[src/rtl/ttenc_pkg.sv]
// Package for the tag tree encoder: item structs, node word, command and
// register codes, state machine types. No dependencies.
package ttenc_pkg;

   localparam int MAX_GRID_WIDTH  = 64;
   localparam int MAX_GRID_HEIGHT = 64;
   localparam int MAX_LEVELS      = 7;
   localparam int NODE_DEPTH      = 5461;
   localparam int NODE_AW         = 13;
   localparam int LVL_W           = 3;
   localparam int DIM_W           = 7;
   localparam int POS_W           = 6;
   localparam int RESULT_CAP      = 63;

   localparam logic [9:0] NODE_INIT = 10'd999;

   localparam logic [1:0] CMD_CLEAR  = 2'd0;
   localparam logic [1:0] CMD_SET    = 2'd1;
   localparam logic [1:0] CMD_ENCODE = 2'd2;

   localparam logic [1:0] CSR_GRID_WIDTH  = 2'd0;
   localparam logic [1:0] CSR_GRID_HEIGHT = 2'd1;

   typedef logic [NODE_AW-1:0] node_addr_type;

   typedef struct packed {
      logic [1:0]  cmd;
      logic [11:0] leaf_index;
      logic [9:0]  leaf_value;
      logic [5:0]  threshold;
   } req_item_type;

   typedef struct packed {
      logic code_bit;
      logic last_bit;
   } rsp_item_type;

   typedef struct packed {
      logic       known;
      logic [5:0] low;
      logic [9:0] value;
   } node_type;

   typedef enum logic [1:0] {
      P_IDLE,
      P_DIV,
      P_WALK
   } path_state_type;

   typedef enum logic [3:0] {
      S_CLEAR,
      S_IDLE,
      S_RANGE,
      S_PATH,
      S_SET_RD,
      S_SET_CHK,
      S_ENC_RD,
      S_ENC_LOAD,
      S_ENC_BIT,
      S_ENC_WR,
      S_FLUSH
   } core_state_type;

endpackage

[src/rtl/ttenc_path.sv]
// Leaf-to-root node address generator: serial divide of the leaf number by
// the grid width, then one tree level per cycle. Uses ttenc_pkg.
module ttenc_path (
   input  logic                           clock,
   input  logic                           reset,
   input  logic                           start,
   input  logic [11:0]                    leaf,
   input  logic [ttenc_pkg::DIM_W-1:0]    grid_w,
   input  logic [ttenc_pkg::DIM_W-1:0]    grid_h,
   output logic                           done,
   output logic [ttenc_pkg::LVL_W-1:0]    path_count,
   output ttenc_pkg::node_addr_type       path_list [ttenc_pkg::MAX_LEVELS]
);
   import ttenc_pkg::*;

   path_state_type     state_ff, state_in;
   logic [11:0]        quo_ff, quo_in;
   logic [DIM_W-1:0]   rem_ff, rem_in;
   logic [3:0]         cnt_ff, cnt_in;
   logic [DIM_W-1:0]   pw_ff, pw_in, ph_ff, ph_in;
   logic [POS_W-1:0]   px_ff, px_in, py_ff, py_in;
   node_addr_type      off_ff, off_in;
   logic [LVL_W-1:0]   lvl_ff, lvl_in;
   logic [LVL_W-1:0]   count_ff;
   node_addr_type      path_ff [MAX_LEVELS];
   logic [DIM_W:0]     trial;
   logic               trial_ge;
   node_addr_type      idx;
   logic               stop;

   assign trial    = {rem_ff, quo_ff[11]};
   assign trial_ge = trial >= {1'b0, grid_w};
   assign idx      = off_ff + NODE_AW'(py_ff) * NODE_AW'(pw_ff) + NODE_AW'(px_ff);
   assign stop     = (pw_ff == DIM_W'(1) && ph_ff == DIM_W'(1))
                     || lvl_ff == LVL_W'(MAX_LEVELS - 1);

   always_comb begin
      state_in = state_ff;
      unique case (state_ff)
         P_IDLE: if (start) state_in = P_DIV;
         P_DIV:  if (cnt_ff == 4'd11) state_in = P_WALK;
         P_WALK: if (stop) state_in = P_IDLE;
         default: state_in = P_IDLE;
      endcase
   end

   always_comb begin
      quo_in = quo_ff;
      rem_in = rem_ff;
      cnt_in = cnt_ff;
      pw_in  = pw_ff;
      ph_in  = ph_ff;
      px_in  = px_ff;
      py_in  = py_ff;
      off_in = off_ff;
      lvl_in = lvl_ff;
      done   = 1'b0;
      unique case (state_ff)
         P_IDLE: begin
            if (start) begin
               quo_in = leaf;
               rem_in = '0;
               cnt_in = '0;
               pw_in  = grid_w;
               ph_in  = grid_h;
               off_in = '0;
               lvl_in = '0;
            end
         end
         P_DIV: begin
            rem_in = trial_ge ? DIM_W'(trial - {1'b0, grid_w}) : DIM_W'(trial);
            quo_in = {quo_ff[10:0], trial_ge};
            cnt_in = cnt_ff + 4'd1;
            px_in  = rem_in[POS_W-1:0];
            py_in  = quo_in[POS_W-1:0];
         end
         P_WALK: begin
            if (stop) begin
               done = 1'b1;
            end else begin
               off_in = off_ff + NODE_AW'(pw_ff) * NODE_AW'(ph_ff);
               pw_in  = DIM_W'(({1'b0, pw_ff} + 8'd1) >> 1);
               ph_in  = DIM_W'(({1'b0, ph_ff} + 8'd1) >> 1);
               px_in  = px_ff >> 1;
               py_in  = py_ff >> 1;
               lvl_in = lvl_ff + LVL_W'(1);
            end
         end
         default: ;
      endcase
   end

   always_ff @(posedge clock) begin
      if (reset) begin
         state_ff <= P_IDLE;
      end else begin
         state_ff <= state_in;
      end
   end

   always_ff @(posedge clock) begin
      quo_ff <= quo_in;
      rem_ff <= rem_in;
      cnt_ff <= cnt_in;
      pw_ff  <= pw_in;
      ph_ff  <= ph_in;
      px_ff  <= px_in;
      py_ff  <= py_in;
      off_ff <= off_in;
      lvl_ff <= lvl_in;
      if (state_ff == P_WALK) begin
         path_ff[lvl_ff] <= idx;
         if (stop) count_ff <= lvl_ff + LVL_W'(1);
      end
   end

   assign path_count = (state_ff == P_WALK && stop) ? lvl_ff + LVL_W'(1) : count_ff;
   assign path_list  = path_ff;

endmodule

[config.mk]
export PLATFORM = sky130hd
export DESIGN_NAME = ttenc_path
export DESIGN_NICKNAME = d
export VERILOG_FILES = /design/src/rtl/ttenc_pkg.sv /design/src/rtl/ttenc_path.sv
export SDC_FILE = /design/constraint.sdc
export NUM_CORES = 1
export LEC_CHECK = 0
export BUFFER_PORTS_ARGS = -buffer_cell sky130_fd_sc_hd__clkbuf_2
export CAP_MARGIN = 0
export CORE_AREA = 2 2 153 155
export CTS_BUF_LIST = sky130_fd_sc_hd__clkbuf_4 sky130_fd_sc_hd__clkbuf_8
export DETAILED_ROUTE_END_ITERATION = 10
export DIE_AREA = 0 0 155 157
export SYNTH_ARGS = -nofsm -noshare
export SYNTH_HDL_FRONTEND = slang
export SYNTH_SLANG_ARGS = --single-unit
[constraint.sdc]
create_clock -name clock -period 6.5 [get_ports clock]
set_input_delay 0.975 -clock clock [delete_from_list [all_inputs] [get_ports clock]]
set_output_delay 0.975 -clock clock [all_outputs]
set_load 0.005 [all_outputs]
==> flow_summary_export.csv <==
group,metric,value,unit
global_routing,grt_max_degree,53,
floorplan,die_y,157,um
route,totalWireLength,21440,um
sta,hold_violations,0,
global_routing,grt_pass1_vias,6671,
logic_synthesis,yosysWarnings,0,
sta,maxSlewHeadroom,31.86,%
clock_tree,cts_buffer_depth,2,
route,postRouteAntennaNets,0,
layout,num_antenna_cells,0,
critical_path,worstPathArrival,4.88,ns
sta,setup-tns-final,0,ns
route,drt-pass1-iter-count,5,
hold_path,holdPathEnd,"quo_ff[6]$_DFFE_PP_",
clock_tree,post_cts_resized,0,
logic_synthesis,synth_most_common_cell,"edfxtp_1",
clock_tree,clock-root-buffer,"clkbuf_8",
global_routing,track_usage,18.33,%
sta,period_minus_slack,4.701,ns
clock_tree,cts_hold_buffers,0,
placed_design,numPortBuffers,123,
run,timing.max_cap.violations,0,
floorplan,ios,124,
clock_tree,clkSinkCount,161,
power_and_ir_drop,ir_worst_vdd,0.1509,mV
hold_path,holdCritStartpoint,"quo_ff[5]$_DFFE_PP_",
critical_path,reg2reg_depth,13,
clock_tree,insertion_delay,0.45,ns
logic_synthesis,ys_seq_area_share,47.58,%
placed_design,place_congestion,0.8053,
logic_synthesis,synthArstFlopShare,0,%
sta,worst_slew_pin_slew,1.020,ns
critical_path,r2r_setup_slack,1.80,ns
logic_synthesis,synth_cell_types,49,
power_and_ir_drop,intPower,2536,uW
logic_synthesis,syn_area_per_cell,11.31,sq um
sta,slew_violations,0,
power_and_ir_drop,powerDensity,353.5,nW/um^2
logic_synthesis,syn_area,10120,sq um
outcome,status,"complete, no violations",
power_and_ir_drop,p_sw_share,37.60,%
global_routing,antenna_found_initial,0,
floorplan,core_area,22500,sq um
layout,syn_to_final_growth,13.61,%
logic_synthesis,yosys.area.top_type_share,47.19,%
critical_path,crit_start,"pw_ff[2]$_DFFE_PP_",
logic_synthesis,yosysTopAreaCell,"edfxtp_1",
route,vias,6613,
clock_tree,path_clk_slew,0.10,ns
hold_path,hold_depth,2,
critical_path,critPathRequiredTime,6.67,ns
sta,finalCritPeriodShare,72.32,%
logic_synthesis,ys_seq_elements,161,
global_routing,grt_overflow,0,
critical_path,critPathMaxFanout,18,
route,wl_per_cell,16.26,um
sta,fin_worst_skew,0.01529,ns
route,drt_iter0_markers,366,
floorplan,rows,55,
critical_path,path_class,"flop to flop",
logic_synthesis,dominantRegCellSynth,"edfxtp_1",
power_and_ir_drop,p_switching,1528,uW
route,vias_per_cell,5.017,
power_and_ir_drop,combPwrFrac,41.2,%
power_and_ir_drop,seqPwrFrac,39.9,%
clock_tree,cts_tree,"built",
global_routing,grt_pass1_wl,34670,um
sta,fmax,212.7,MHz
power_and_ir_drop,p_total,4063,uW
power_and_ir_drop,leakage,0.005038,uW
layout,n_fill_cell,2029,
logic_synthesis,syn_nets,1070,
layout,fin_nets,1196,
hold_path,worstHoldPathType,"flop to flop",
sta,rsz0062_at_grt,"no",
critical_path,timing.rr.end,"path_list[11]$_DFFE_PP_",
sta,hold_ws,0.5250,ns
layout,drive_above_1_share,16.94,%
logic_synthesis,postSynthCellCount,895,
placed_design,place_hpwl,16040,um
logic_synthesis,synth_common_cells,"159 x edfxtp_1, 148 x inv_1, 119 x nand2_1, 74 x ha_1, 72 x fa_1",
sta,setup_violations,0,
logic_synthesis,synth_area_leaders,"edfxtp_1 47%, fa_1 14%, ha_1 9.2%, inv_1 5.5%, nand2_1 4.4%",
critical_path,cp-start-kind,"flop",
clock_tree,post_cts_buffers,0,
clock_tree,numCtsBuffers,17,
critical_path,r2r_start,"pw_ff[2]$_DFFE_PP_",
power_and_ir_drop,p_clk_share,18.9,%
floorplan,start_util,44.97,%
critical_path,end_kind,"flop",
route,drc,0,
logic_synthesis,synth_edf_count,159,
floorplan,dieArea,24340,sq um
clock_tree,htree_levels,4,
floorplan,fp.dieW,155,um
==> sequential cells by signal, indices dropped and copies added (netlist names) <==
name       count
px_ff          6
lvl_ff         3
ph_ff          7
quo_ff        12
state_ff       2
pw_ff          7
py_ff          6
count_ff       3
path_list     91
cnt_ff         4
off_ff        13
rem_ff         7
==> per-layer routing <==
| metal | up-vias | GRT usage [%] | part of all wire, % | wire length (um) |
|---|---|---|---|---|
| met4 | 0 | 4.056 | 0.81 | 174 |
| met3 | 14 | 3.662 | 4.6 | 996 |
| li1 | 3214 | - | - | - |
| met1 | 3211 | 25.76 | 48 | 10300 |
| met2 | 174 | 29.67 | 46 | 9964 |
| met5 | - | 0 | 0 | 0 |
==> logic make-up after synthesis <==
group	Yosys count	synth area share [%]
AND/OR/NAND/NOR	278	13.00
buffers and inverters	174	6.492
flip-flops	161	47.58
adder cells (fa/ha/maj)	146	23.40
AO/OA/AOI/OAI	101	6.418
XOR/XNOR	31	2.683
multiplexers	4	0.4328
==> layout make-up <==
cell class | count | area (sq um) | share of cell area (%)
sequential | 161 | 4815 | 41.88
clock inverter | 14 | 171.4 | 1.491
clock buffer | 17 | 234.0 | 2.035
tap | 285 | 356.6 | 3.102
timing repair buffer | 133 | 690.7 | 6.008
multi-input combinational | 560 | 4673 | 40.65
inverter | 148 | 555.5 | 4.832
==> how the worst max path moves through the flow <==
stage | to | cells past startpoint
2_1_floorplan | path_list[11]$_DFFE_PP_ | 15
4_1_cts | path_list[75]$_DFFE_PP_ | 12
3_3_place_gp | path_list[60]$_DFFE_PP_ | 14
3_5_place_dp | path_list[36]$_DFFE_PP_ | 12
6_report | path_list[11]$_DFFE_PP_ | 13
5_1_grt | path_list[25]$_DFFE_PP_ | 13
==> through the flow <==
step / std cells / area, sq um / utilization [%] / setup slack (ns)
final: 1318 / 11500 / 51.09 / 1.799
after global placement: 1287 / 11090 / 49.29 / 1.902
after CTS: 1318 / 11500 / 51.09 / 1.797
after detailed placement: 1287 / 11090 / 49.29 / 1.824
after global routing: 1318 / 11500 / 51.09 / 1.494
after floorplan: 895 / 10120 / - / 1.980
==> layout by cell type (no fill, tap or decap), types with 6 or more instances in the layout <==
master and instances:
a211oi_1 8, a21oi_1 22, and2_1 59, buf_4 10, clkbuf_2 123, clkbuf_8 17
edfxtp_1 159, fa_1 72, ha_1 74, inv_1 148, nand2_1 119, nand2b_1 8
nand3_1 17, nor2_1 38, nor2b_1 7, nor3_1 9, o21a_1 6, o21ai_0 25
o21ai_1 7, xnor2_1 18, xor2_1 13
==> worst max-delay path, cell delays in order, from the launching register on <==
cell      delay (ns)
edfxtp_1        0.76
and2_1          0.24
fa_1            0.45
fa_1            0.52
fa_1            0.54
inv_1           0.05
fa_1            0.52
inv_1           0.04
ha_1            0.33
a21oi_1         0.21
o21a_1          0.14
o31a_1          0.19
nor3_1          0.07
a311o_1         0.36
==> power groups by stage <==
stage / Sequential [uW] / Clock, uW / Combinational, uW
final: 1620 / 768 / 1670
after global routing: 1630 / 835 / 1950
after CTS: 1620 / 789 / 1700
after detailed placement: 1640 / 0 / 1690
after global placement: 1640 / 0 / 1660
after floorplan: 1610 / 0 / 1300
Power figures use the tool's default switching activity.
